## src/rhv_pkg.sv

```systemverilog
// Shared types and constants for the integer RGB to HSV core.
// No dependencies.
package rhv_pkg;

	localparam int CHANNEL_BITS = 16;
	localparam int FIELD_BITS   = 16;
	localparam int HUE_BITS     = 9;
	localparam int SAT_BITS     = 7;
	localparam int QUO_BITS     = HUE_BITS;
	localparam int SECTOR_DEG   = 60;
	localparam int PCT_FULL     = 100;

	typedef enum logic [1:0] {
		SEC_RED_UP   = 2'd0,
		SEC_GREEN    = 2'd1,
		SEC_BLUE     = 2'd2,
		SEC_RED_WRAP = 2'd3
	} sector_t;

	typedef struct packed {
		logic [FIELD_BITS-1:0] red;
		logic [FIELD_BITS-1:0] green;
		logic [FIELD_BITS-1:0] blue;
	} pixel_t;

	typedef struct packed {
		logic [HUE_BITS-1:0]   hue;
		logic [SAT_BITS-1:0]   saturation;
		logic [FIELD_BITS-1:0] brightness;
	} hsv_t;

endpackage

```

## src/rhv_stream_if.sv

```systemverilog
// Valid/ready stream channel carrying one request payload.
// Payload type is supplied by the instantiating scope.
interface rhv_stream_if #(parameter type payload_t = logic);

	logic     valid;
	logic     ready;
	payload_t payload;

	modport source (output valid, output payload, input ready);
	modport sink (input valid, input payload, output ready);

endinterface

```

## src/rgb_to_hsv_integer_core.sv

```systemverilog
// Integer RGB to HSV core: hue in degrees, saturation in percent, value = max channel.
// A request passes the three front stages and then the nine-stage restoring divider,
// which yields one quotient bit per stage. Throughput: one request per cycle while the
// result side is ready or the pipeline holds an empty stage.
// Reset clears every stage valid bit; payload registers are not reset.
// Depends on rhv_pkg, rhv_stream_if, rhv_front and rhv_divider.
module rgb_to_hsv_integer_core #(
	parameter int CHANNEL_BITS = rhv_pkg::CHANNEL_BITS
) (
	input  logic          clk,
	input  logic          arst_n,
	rhv_stream_if.sink    pix,
	rhv_stream_if.source  hsv
);

	localparam int CB = CHANNEL_BITS;
	localparam int RW = CB + rhv_pkg::QUO_BITS;

	logic                         f_valid, f_ready;
	logic [RW-1:0]                f_rem_h, f_rem_s;
	logic [CB-1:0]                f_div_h, f_div_s, f_top;
	logic [rhv_pkg::QUO_BITS-1:0] q_h, q_s;
	logic [CB-1:0]                d_top;
	rhv_pkg::pixel_t              pix_req;
	rhv_pkg::hsv_t                hsv_res;

	assign pix_req = pix.payload;

	rhv_front #(
		.CHANNEL_BITS (CHANNEL_BITS)
	) u_front (
		.clk       (clk),
		.arst_n    (arst_n),
		.in_valid  (pix.valid),
		.in_ready  (pix.ready),
		.red       (pix_req.red),
		.green     (pix_req.green),
		.blue      (pix_req.blue),
		.out_valid (f_valid),
		.out_ready (f_ready),
		.rem_h     (f_rem_h),
		.rem_s     (f_rem_s),
		.div_h     (f_div_h),
		.div_s     (f_div_s),
		.top       (f_top)
	);

	rhv_divider #(
		.CHANNEL_BITS (CHANNEL_BITS)
	) u_divider (
		.clk       (clk),
		.arst_n    (arst_n),
		.in_valid  (f_valid),
		.in_ready  (f_ready),
		.rem_h     (f_rem_h),
		.rem_s     (f_rem_s),
		.div_h     (f_div_h),
		.div_s     (f_div_s),
		.top       (f_top),
		.out_valid (hsv.valid),
		.out_ready (hsv.ready),
		.q_h       (q_h),
		.q_s       (q_s),
		.out_top   (d_top)
	);

	always_comb begin
		hsv_res.hue        = q_h;
		hsv_res.saturation = q_s[rhv_pkg::SAT_BITS-1:0];
		hsv_res.brightness = rhv_pkg::FIELD_BITS'(d_top);
	end

	assign hsv.payload = hsv_res;

endmodule

```

## src/rhv_front.sv

```systemverilog
// Front stages: channel max/min and sector select, hue numerator, scaled dividends.
// Depends on rhv_pkg.
module rhv_front #(
	parameter int CHANNEL_BITS = rhv_pkg::CHANNEL_BITS
) (
	input  logic                                 clk,
	input  logic                                 arst_n,
	input  logic                                 in_valid,
	output logic                                 in_ready,
	input  logic [rhv_pkg::FIELD_BITS-1:0]       red,
	input  logic [rhv_pkg::FIELD_BITS-1:0]       green,
	input  logic [rhv_pkg::FIELD_BITS-1:0]       blue,
	output logic                                 out_valid,
	input  logic                                 out_ready,
	output logic [CHANNEL_BITS+rhv_pkg::QUO_BITS-1:0] rem_h,
	output logic [CHANNEL_BITS+rhv_pkg::QUO_BITS-1:0] rem_s,
	output logic [CHANNEL_BITS-1:0]              div_h,
	output logic [CHANNEL_BITS-1:0]              div_s,
	output logic [CHANNEL_BITS-1:0]              top
);

	localparam int CB = CHANNEL_BITS;
	localparam int NW = CB + 3;
	localparam int RW = CB + rhv_pkg::QUO_BITS;

	logic [CB-1:0] r, g, b;
	logic          r_max, g_ge_b, b_ge_r, r_ge_g;
	logic [CB-1:0] top_c, bot_c, d_c;
	logic          neg_c;
	rhv_pkg::sector_t sec_c;

	logic                en1, en2, en3;
	logic                v_s1, v_s2, v_s3;
	logic [CB-1:0]       top_s1, bot_s1, d_s1;
	logic                neg_s1;
	rhv_pkg::sector_t    sec_s1;

	logic [CB-1:0]       span_c;
	logic [NW-1:0]       kspan_c, num_c;
	logic [CB-1:0]       span_s2, top_s2;
	logic [NW-1:0]       num_s2;

	logic [RW-1:0]       rem_h_s3, rem_s_s3;
	logic [CB-1:0]       div_h_s3, div_s_s3, top_s3;

	assign en3      = !v_s3 || out_ready;
	assign en2      = !v_s2 || en3;
	assign en1      = !v_s1 || en2;
	assign in_ready = en1;

	assign r = red[CB-1:0];
	assign g = green[CB-1:0];
	assign b = blue[CB-1:0];

	always_comb begin
		r_max  = (r >= g) && (r >= b);
		g_ge_b = g >= b;
		b_ge_r = b >= r;
		r_ge_g = r >= g;
		top_c  = r_max ? r : (g_ge_b ? g : b);
		if ((r <= g) && (r <= b))
			bot_c = r;
		else
			bot_c = (g <= b) ? g : b;
		if (r_max) begin
			if (g_ge_b) begin
				sec_c = rhv_pkg::SEC_RED_UP;
				d_c   = g - b;
				neg_c = 1'b0;
			end else begin
				sec_c = rhv_pkg::SEC_RED_WRAP;
				d_c   = b - g;
				neg_c = 1'b1;
			end
		end else if (g_ge_b) begin
			sec_c = rhv_pkg::SEC_GREEN;
			d_c   = b_ge_r ? b - r : r - b;
			neg_c = !b_ge_r;
		end else begin
			sec_c = rhv_pkg::SEC_BLUE;
			d_c   = r_ge_g ? r - g : g - r;
			neg_c = !r_ge_g;
		end
	end

	always_ff @(posedge clk or negedge arst_n) begin
		if (!arst_n)
			v_s1 <= 1'b0;
		else if (en1)
			v_s1 <= in_valid;
	end

	always_ff @(posedge clk) begin
		if (en1 && in_valid) begin
			top_s1 <= top_c;
			bot_s1 <= bot_c;
			d_s1   <= d_c;
			neg_s1 <= neg_c;
			sec_s1 <= sec_c;
		end
	end

	assign span_c = top_s1 - bot_s1;

	always_comb begin
		case (sec_s1)
			rhv_pkg::SEC_RED_UP:   kspan_c = '0;
			rhv_pkg::SEC_GREEN:    kspan_c = NW'(span_c) << 1;
			rhv_pkg::SEC_BLUE:     kspan_c = NW'(span_c) << 2;
			rhv_pkg::SEC_RED_WRAP: kspan_c = (NW'(span_c) << 2) + (NW'(span_c) << 1);
			default:               kspan_c = '0;
		endcase
		num_c = neg_s1 ? kspan_c - NW'(d_s1) : kspan_c + NW'(d_s1);
	end

	always_ff @(posedge clk or negedge arst_n) begin
		if (!arst_n)
			v_s2 <= 1'b0;
		else if (en2)
			v_s2 <= v_s1;
	end

	always_ff @(posedge clk) begin
		if (en2 && v_s1) begin
			span_s2 <= span_c;
			top_s2  <= top_s1;
			num_s2  <= num_c;
		end
	end

	always_ff @(posedge clk or negedge arst_n) begin
		if (!arst_n)
			v_s3 <= 1'b0;
		else if (en3)
			v_s3 <= v_s2;
	end

	always_ff @(posedge clk) begin
		if (en3 && v_s2) begin
			rem_h_s3 <= RW'(num_s2) * RW'(rhv_pkg::SECTOR_DEG);
			rem_s_s3 <= RW'(span_s2) * RW'(rhv_pkg::PCT_FULL);
			div_h_s3 <= (span_s2 == '0) ? CB'(1) : span_s2;
			div_s_s3 <= (top_s2 == '0) ? CB'(1) : top_s2;
			top_s3   <= top_s2;
		end
	end

	assign out_valid = v_s3;
	assign rem_h     = rem_h_s3;
	assign rem_s     = rem_s_s3;
	assign div_h     = div_h_s3;
	assign div_s     = div_s_s3;
	assign top       = top_s3;

endmodule

```

## src/rhv_div_step.sv

```systemverilog
// One registered restoring-division step for hue and saturation in lockstep.
// Depends on rhv_pkg.
module rhv_div_step #(
	parameter int CHANNEL_BITS = rhv_pkg::CHANNEL_BITS,
	parameter int SHIFT        = 0
) (
	input  logic                                      clk,
	input  logic                                      arst_n,
	input  logic                                      in_valid,
	output logic                                      in_ready,
	input  logic [CHANNEL_BITS+rhv_pkg::QUO_BITS-1:0] in_rem_h,
	input  logic [CHANNEL_BITS+rhv_pkg::QUO_BITS-1:0] in_rem_s,
	input  logic [CHANNEL_BITS-1:0]                   in_div_h,
	input  logic [CHANNEL_BITS-1:0]                   in_div_s,
	input  logic [rhv_pkg::QUO_BITS-1:0]              in_q_h,
	input  logic [rhv_pkg::QUO_BITS-1:0]              in_q_s,
	input  logic [CHANNEL_BITS-1:0]                   in_top,
	output logic                                      out_valid,
	input  logic                                      out_ready,
	output logic [CHANNEL_BITS+rhv_pkg::QUO_BITS-1:0] out_rem_h,
	output logic [CHANNEL_BITS+rhv_pkg::QUO_BITS-1:0] out_rem_s,
	output logic [CHANNEL_BITS-1:0]                   out_div_h,
	output logic [CHANNEL_BITS-1:0]                   out_div_s,
	output logic [rhv_pkg::QUO_BITS-1:0]              out_q_h,
	output logic [rhv_pkg::QUO_BITS-1:0]              out_q_s,
	output logic [CHANNEL_BITS-1:0]                   out_top
);

	localparam int RW = CHANNEL_BITS + rhv_pkg::QUO_BITS;
	localparam int QB = rhv_pkg::QUO_BITS;

	logic          en;
	logic          v_q;
	logic [RW-1:0] dsh_h, dsh_s;
	logic          ge_h, ge_s;

	assign en       = !v_q || out_ready;
	assign in_ready = en;

	assign dsh_h = RW'(in_div_h) << SHIFT;
	assign dsh_s = RW'(in_div_s) << SHIFT;
	assign ge_h  = in_rem_h >= dsh_h;
	assign ge_s  = in_rem_s >= dsh_s;

	always_ff @(posedge clk or negedge arst_n) begin
		if (!arst_n)
			v_q <= 1'b0;
		else if (en)
			v_q <= in_valid;
	end

	always_ff @(posedge clk) begin
		if (en && in_valid) begin
			out_rem_h <= ge_h ? in_rem_h - dsh_h : in_rem_h;
			out_rem_s <= ge_s ? in_rem_s - dsh_s : in_rem_s;
			out_div_h <= in_div_h;
			out_div_s <= in_div_s;
			out_q_h   <= {in_q_h[QB-2:0], ge_h};
			out_q_s   <= {in_q_s[QB-2:0], ge_s};
			out_top   <= in_top;
		end
	end

	assign out_valid = v_q;

endmodule

```

## src/rhv_divider.sv

```systemverilog
// Pipelined restoring divider, one quotient bit per stage, hue and saturation paths.
// Depends on rhv_pkg and rhv_div_step.
module rhv_divider #(
	parameter int CHANNEL_BITS = rhv_pkg::CHANNEL_BITS
) (
	input  logic                                      clk,
	input  logic                                      arst_n,
	input  logic                                      in_valid,
	output logic                                      in_ready,
	input  logic [CHANNEL_BITS+rhv_pkg::QUO_BITS-1:0] rem_h,
	input  logic [CHANNEL_BITS+rhv_pkg::QUO_BITS-1:0] rem_s,
	input  logic [CHANNEL_BITS-1:0]                   div_h,
	input  logic [CHANNEL_BITS-1:0]                   div_s,
	input  logic [CHANNEL_BITS-1:0]                   top,
	output logic                                      out_valid,
	input  logic                                      out_ready,
	output logic [rhv_pkg::QUO_BITS-1:0]              q_h,
	output logic [rhv_pkg::QUO_BITS-1:0]              q_s,
	output logic [CHANNEL_BITS-1:0]                   out_top
);

	localparam int CB = CHANNEL_BITS;
	localparam int QB = rhv_pkg::QUO_BITS;
	localparam int RW = CB + QB;

	logic          v   [QB+1];
	logic          rdy [QB+1];
	logic [RW-1:0] rh  [QB+1];
	logic [RW-1:0] rs  [QB+1];
	logic [CB-1:0] dh  [QB+1];
	logic [CB-1:0] ds  [QB+1];
	logic [QB-1:0] qh  [QB+1];
	logic [QB-1:0] qs  [QB+1];
	logic [CB-1:0] tp  [QB+1];

	assign v[0]  = in_valid;
	assign rh[0] = rem_h;
	assign rs[0] = rem_s;
	assign dh[0] = div_h;
	assign ds[0] = div_s;
	assign qh[0] = '0;
	assign qs[0] = '0;
	assign tp[0] = top;
	assign in_ready = rdy[0];

	for (genvar i = 0; i < QB; i++) begin : g_step
		rhv_div_step #(
			.CHANNEL_BITS (CHANNEL_BITS),
			.SHIFT        (QB - 1 - i)
		) u_step (
			.clk       (clk),
			.arst_n    (arst_n),
			.in_valid  (v[i]),
			.in_ready  (rdy[i]),
			.in_rem_h  (rh[i]),
			.in_rem_s  (rs[i]),
			.in_div_h  (dh[i]),
			.in_div_s  (ds[i]),
			.in_q_h    (qh[i]),
			.in_q_s    (qs[i]),
			.in_top    (tp[i]),
			.out_valid (v[i+1]),
			.out_ready (rdy[i+1]),
			.out_rem_h (rh[i+1]),
			.out_rem_s (rs[i+1]),
			.out_div_h (dh[i+1]),
			.out_div_s (ds[i+1]),
			.out_q_h   (qh[i+1]),
			.out_q_s   (qs[i+1]),
			.out_top   (tp[i+1])
		);
	end

	assign rdy[QB]   = out_ready;
	assign out_valid = v[QB];
	assign q_h       = qh[QB];
	assign q_s       = qs[QB];
	assign out_top   = tp[QB];

endmodule

```

## src/flat_wrapper.sv

```systemverilog
// flat-port wrapper written by rule: the top's interface ports become plain ports
module rgb_to_hsv_integer_core_flat 
#(
	parameter int CHANNEL_BITS = rhv_pkg::CHANNEL_BITS
)
  (clk, arst_n, pix_valid, pix_payload, pix_ready, hsv_valid, hsv_payload, hsv_ready);
  rhv_stream_if #(.payload_t(rhv_pkg::pixel_t)) pix_i ();
  rhv_stream_if #(.payload_t(rhv_pkg::hsv_t)) hsv_i ();
  input  logic clk;
  input  logic arst_n;
  input wire logic [$bits(pix_i.valid)-1:0] pix_valid;
  input wire logic [$bits(pix_i.payload)-1:0] pix_payload;
  output wire logic [$bits(pix_i.ready)-1:0] pix_ready;
  output wire logic [$bits(hsv_i.valid)-1:0] hsv_valid;
  output wire logic [$bits(hsv_i.payload)-1:0] hsv_payload;
  input wire logic [$bits(hsv_i.ready)-1:0] hsv_ready;
  assign pix_i.valid = pix_valid;
  assign pix_i.payload = pix_payload;
  assign pix_ready = pix_i.ready;
  assign hsv_valid = hsv_i.valid;
  assign hsv_payload = hsv_i.payload;
  assign hsv_i.ready = hsv_ready;
  rgb_to_hsv_integer_core #(.CHANNEL_BITS(CHANNEL_BITS)) u_core (.clk(clk), .arst_n(arst_n), .pix(pix_i), .hsv(hsv_i));
endmodule
```

## config.mk

```make
export PLATFORM = sky130hd
export DESIGN_NAME = rgb_to_hsv_integer_core_flat
export DESIGN_NICKNAME = d
export VERILOG_FILES = /design/src/rhv_pkg.sv /design/src/rhv_stream_if.sv /design/src/rgb_to_hsv_integer_core.sv /design/src/rhv_front.sv /design/src/rhv_div_step.sv /design/src/rhv_divider.sv /design/src/flat_wrapper.sv
export SDC_FILE = /design/constraint.sdc
export NUM_CORES = 2
export LEC_CHECK = 0
export ABC_CLOCK_PERIOD_IN_PS = 7100
export BUFFER_PORTS_ARGS = -buffer_cell sky130_fd_sc_hd__buf_2
export CAP_MARGIN = 15
export CORE_MARGIN = 2
export CORE_UTILIZATION = 64
export DETAILED_ROUTE_END_ITERATION = 6
export GPL_TIMING_DRIVEN = 1
export HOLD_SLACK_MARGIN = 0.06
export PLACE_DENSITY = 0.92
export SETUP_SLACK_MARGIN = 0.15
export SLEW_MARGIN = 40
export SYNTH_ARGS = -nofsm -noshare
export SYNTH_HDL_FRONTEND = slang
export SYNTH_SLANG_ARGS = --single-unit
```

## constraint.sdc

```tcl
create_clock -name clk -period 7.1 [get_ports clk]
set_clock_uncertainty 0.2 [all_clocks]
set_input_delay 1.065 -clock clk [delete_from_list [all_inputs] [get_ports clk]]
set_output_delay 1.065 -clock clk [all_outputs]
set_load 0.005 [all_outputs]
```

==> out/results.ini <==
[cts]
clk_pin_slew_ps=70
numCtsBuffers=103
cts.repair.resized=0
clock_latency_ps=710
cts.sinks=1049
h-tree-depth=3
post_cts_buffers=0
cts.path.max_buffers=3
clock-root-buffer=clkbuf_16
cts_tree=yes

[sta]
relSlewSlack=0.446
hold_viol=0
max_freq_mhz=161
final.period_utilization=0.875
setup_viol=0
finalHoldWorstSlack_ps=167
finalCriticalPeriod_ps=6210
rsz0062_at_grt=no
timing.setup.tns_ps=0
slew_viol_final=0
worstMarginPinSlew_ps=826

[synthesis]
syn_area_per_cell_um2=11.3
synth_area_um2=60300
ys_async_sr_fraction=0.0114
synth_edf_count=1037
synth_nets=5982
ys_ff_latch=1049
synthFlopType=edfxtp_1
ys_seq_area_frac=0.522
synth.distinct_cells=89
yosysWarnings=0
syn-instance-count=5344

[grt]
grt_max_degree=75
grt_pass1_wl_um=218000
use_met1=0.306
grt_usage=0.280
grt_busiest_layer=met2
gr-usage-met2=0.512
grt_antenna_before_repair=4
grtUsageMet3=0.0378
overflow=0
grt_pass1_vias=42500

[routing]
post_drt_wl_per_cell_um=20.1
ant_nets=0
drc=4
first_iter_violations=4532
viasPerCell=6.14
vias=41600
first_pass_iters=7
wl_um=136000

[floorplanning]
fp.dieH_um=311
dieArea_um2=96600
num_rows=112
io_pins=86
die_x_um=311
core_um2=93300
start_util=0.646

[power]
power.density_nw_per_um2=526
power_uw=34500
leakagePower_uw=0.0267
ir_drop_uv=368

[worst_setup_path]
cp.buffers_inverters=3
crit_type=register to register
crit_fanout=6
slowest_stage=o41ai_1
max_stage_delay_ps=620
critPathArrivalTime_ps=6460
path_delay_family=compound AO/OA/AOI/OAI gates
critPathRequiredTime_ps=7350
crit_top_cell=o21ai_0
end_kind=register
worstSetupStartpointType=register

[place]
routabilityCongestion=0.969
io_buffer_count=85
placed_area_um2=62100
dp_hpwl_um=97200

[cells_and_area]
area_growth_syn_to_layout_pct=8.93
nFillCells=5849
fin_nets=6076
final_util=0.704
postLayoutCellArea_um2=65700
layout-drive-gt1-share=0.0784

[outcome]
outcome=complete, but fails checks
violations=design-rule violations

[job]
maxCapViolations=0

[hold_path]
min_path_type=register to register

==> per-layer routing <==
metal | vias to the layer above | routed length, um
li1 | 19500 | -
met5 | - | 21
met3 | 549 | 7450
met4 | 4 | 9160
met2 | 1823 | 70200
met1 | 19800 | 49500
==> flip-flops by register name, summed over array words and instances, names as in the netlist, 19 cells and up <==
signal and cells:
u_core.u_divider.g_step.u_step.out_q_s 28, u_core.u_front.rem_h 23, u_core.u_divider.g_step.u_step.out_rem_h 185, u_core.u_divider.g_step.u_step.out_q_h 45
u_core.u_divider.g_step.u_step.out_rem_s 185, u_core.u_front.num_s2 19, u_core.u_divider.g_step.u_step.out_div_h 128, u_core.u_divider.g_step.u_step.out_div_s 128
u_core.u_front.rem_s 21, u_core.u_divider.g_step.u_step.out_top 144
==> final timing paths <==
check                                                        startpoint                                            to  slack, ps  cells past startpoint
max in group asynchronous                                        arst_n                      u_core.u_front.out_valid       5830                      2
min in group asynchronous                                        arst_n   u_core.u_divider.g_step[5].u_step.out_valid        580                      2
hold reg to reg            u_core.u_divider.g_step[4].u_step.out_top[4]  u_core.u_divider.g_step[5].u_step.out_top[4]        170                      0
setup reg to reg                               u_core.u_front.top_s1[0]                     u_core.u_front.num_s2[18]        890                     25
setup / recovery                               u_core.u_front.top_s1[0]                     u_core.u_front.num_s2[18]        890                     25
hold / removal             u_core.u_divider.g_step[4].u_step.out_top[4]  u_core.u_divider.g_step[5].u_step.out_top[4]        170                      0
==> cell usage after synthesis (66+ instances only) <==
cell,instances,area share
edfxtp_1,1037,0.52
inv_1,568,0.035
ha_1,515,0.11
nand2_1,365,0.023
nor2_1,364,0.023
a21oi_1,359,0.030
o21ai_0,338,0.028
xnor2_1,209,0.030
xor2_1,144,0.021
a21o_1,130,0.016
clkbuf_1,106,0.0066
nor2b_1,90,0.0093
nor3_1,90,0.0075
mux2_2,79,0.015
fa_1,71,0.024
nand2b_1,68,0.0071
nand3_1,68,0.0056
o21a_1,66,0.0082
==> power breakdown <==
part           internal [uW]  switching [uW]  total (uW)
Sequential             10300            1290       11600
Combinational           7440            9880       17300
Clock                   3250            2380        5630
==> worst register-to-register path, stage by stage, from the launching register on <==
cell	delay [ps]
edfxtp_1	400
inv_1	90
ha_1	210
inv_1	80
fa_1	450
a211oi_1	380
o21bai_1	120
a21oi_1	190
xor2_1	290
inv_1	130
ha_1	260
o41ai_1	620
xor2_1	190
nand2_1	60
o21ai_0	70
o21ai_0	100
ha_1	380
and2_1	200
o21ai_0	120
o21ai_0	120
o21a_1	210
nor2_1	140
o21bai_1	100
a41o_1	260
o21bai_1	220
xnor3_1	350
==> repair_timing <==
item,4_1_cts,5_1_grt
hold buffers,1,0
endpoints found under the hold margin,4,0
endpoints found under the setup margin,0,0
==> final cells by class <==
type	count	area (um2)	area share
sequential	1049	31400	0.479
multi-input combinational	3602	26300	0.401
clock buffer	116	2640	0.0402
inverter	570	2140	0.0326
tap	1254	1570	0.0239
clock inverter	74	888	0.0135
timing repair buffer	112	649	0.00989
antenna	3	7.51	0.000114
==> metrics by stage <==
step | setup slack (ps) | cells
floorplan | 407 | 5344
global placement | 1180 | 6586
detailed placement | 1050 | 6586
CTS | 961 | 6777
global route | 403 | 6778
finish | 889 | 6780
==> cell usage in the layout, fill, tap and decap left out, types with 16 or more instances in the layout <==
cell type  instances
nor2_1           363
o31ai_1           39
nand3_1           68
ha_1             515
nor3_1            89
clkinv_2          25
buf_2             85
or3_1             25
and3_1            24
clkbuf_16        103
a31oi_1           28
edfxtp_1        1037
nand4b_1          16
or2_2             25
nor2b_1           87
buf_4             21
fa_1              71
nand2b_1          67
nand2_1          362
xor2_1           144
a21oi_1          357
o21a_1            65
o21ai_0          338
o21ai_1           16
o211ai_1          24
inv_1            568
xnor2_1          209
nand3b_1          16
a211oi_1          24
nand4_1           57
a21o_1           129
mux2i_1           27
a21boi_0          37
mux2_2            79
nor4_1            37
o21bai_1          27
==> logic make-up after synthesis <==
logic type / share of synthesized area
buffers and inverters: 0.0436
DFF: 0.522
xor gates and xnor gates: 0.0517
and+or+nand+nor: 0.108
AOI/OAI and AO/OA: 0.125
muxes: 0.0199
adders and majority gates: 0.130
(Power assumes the default switching activity.)
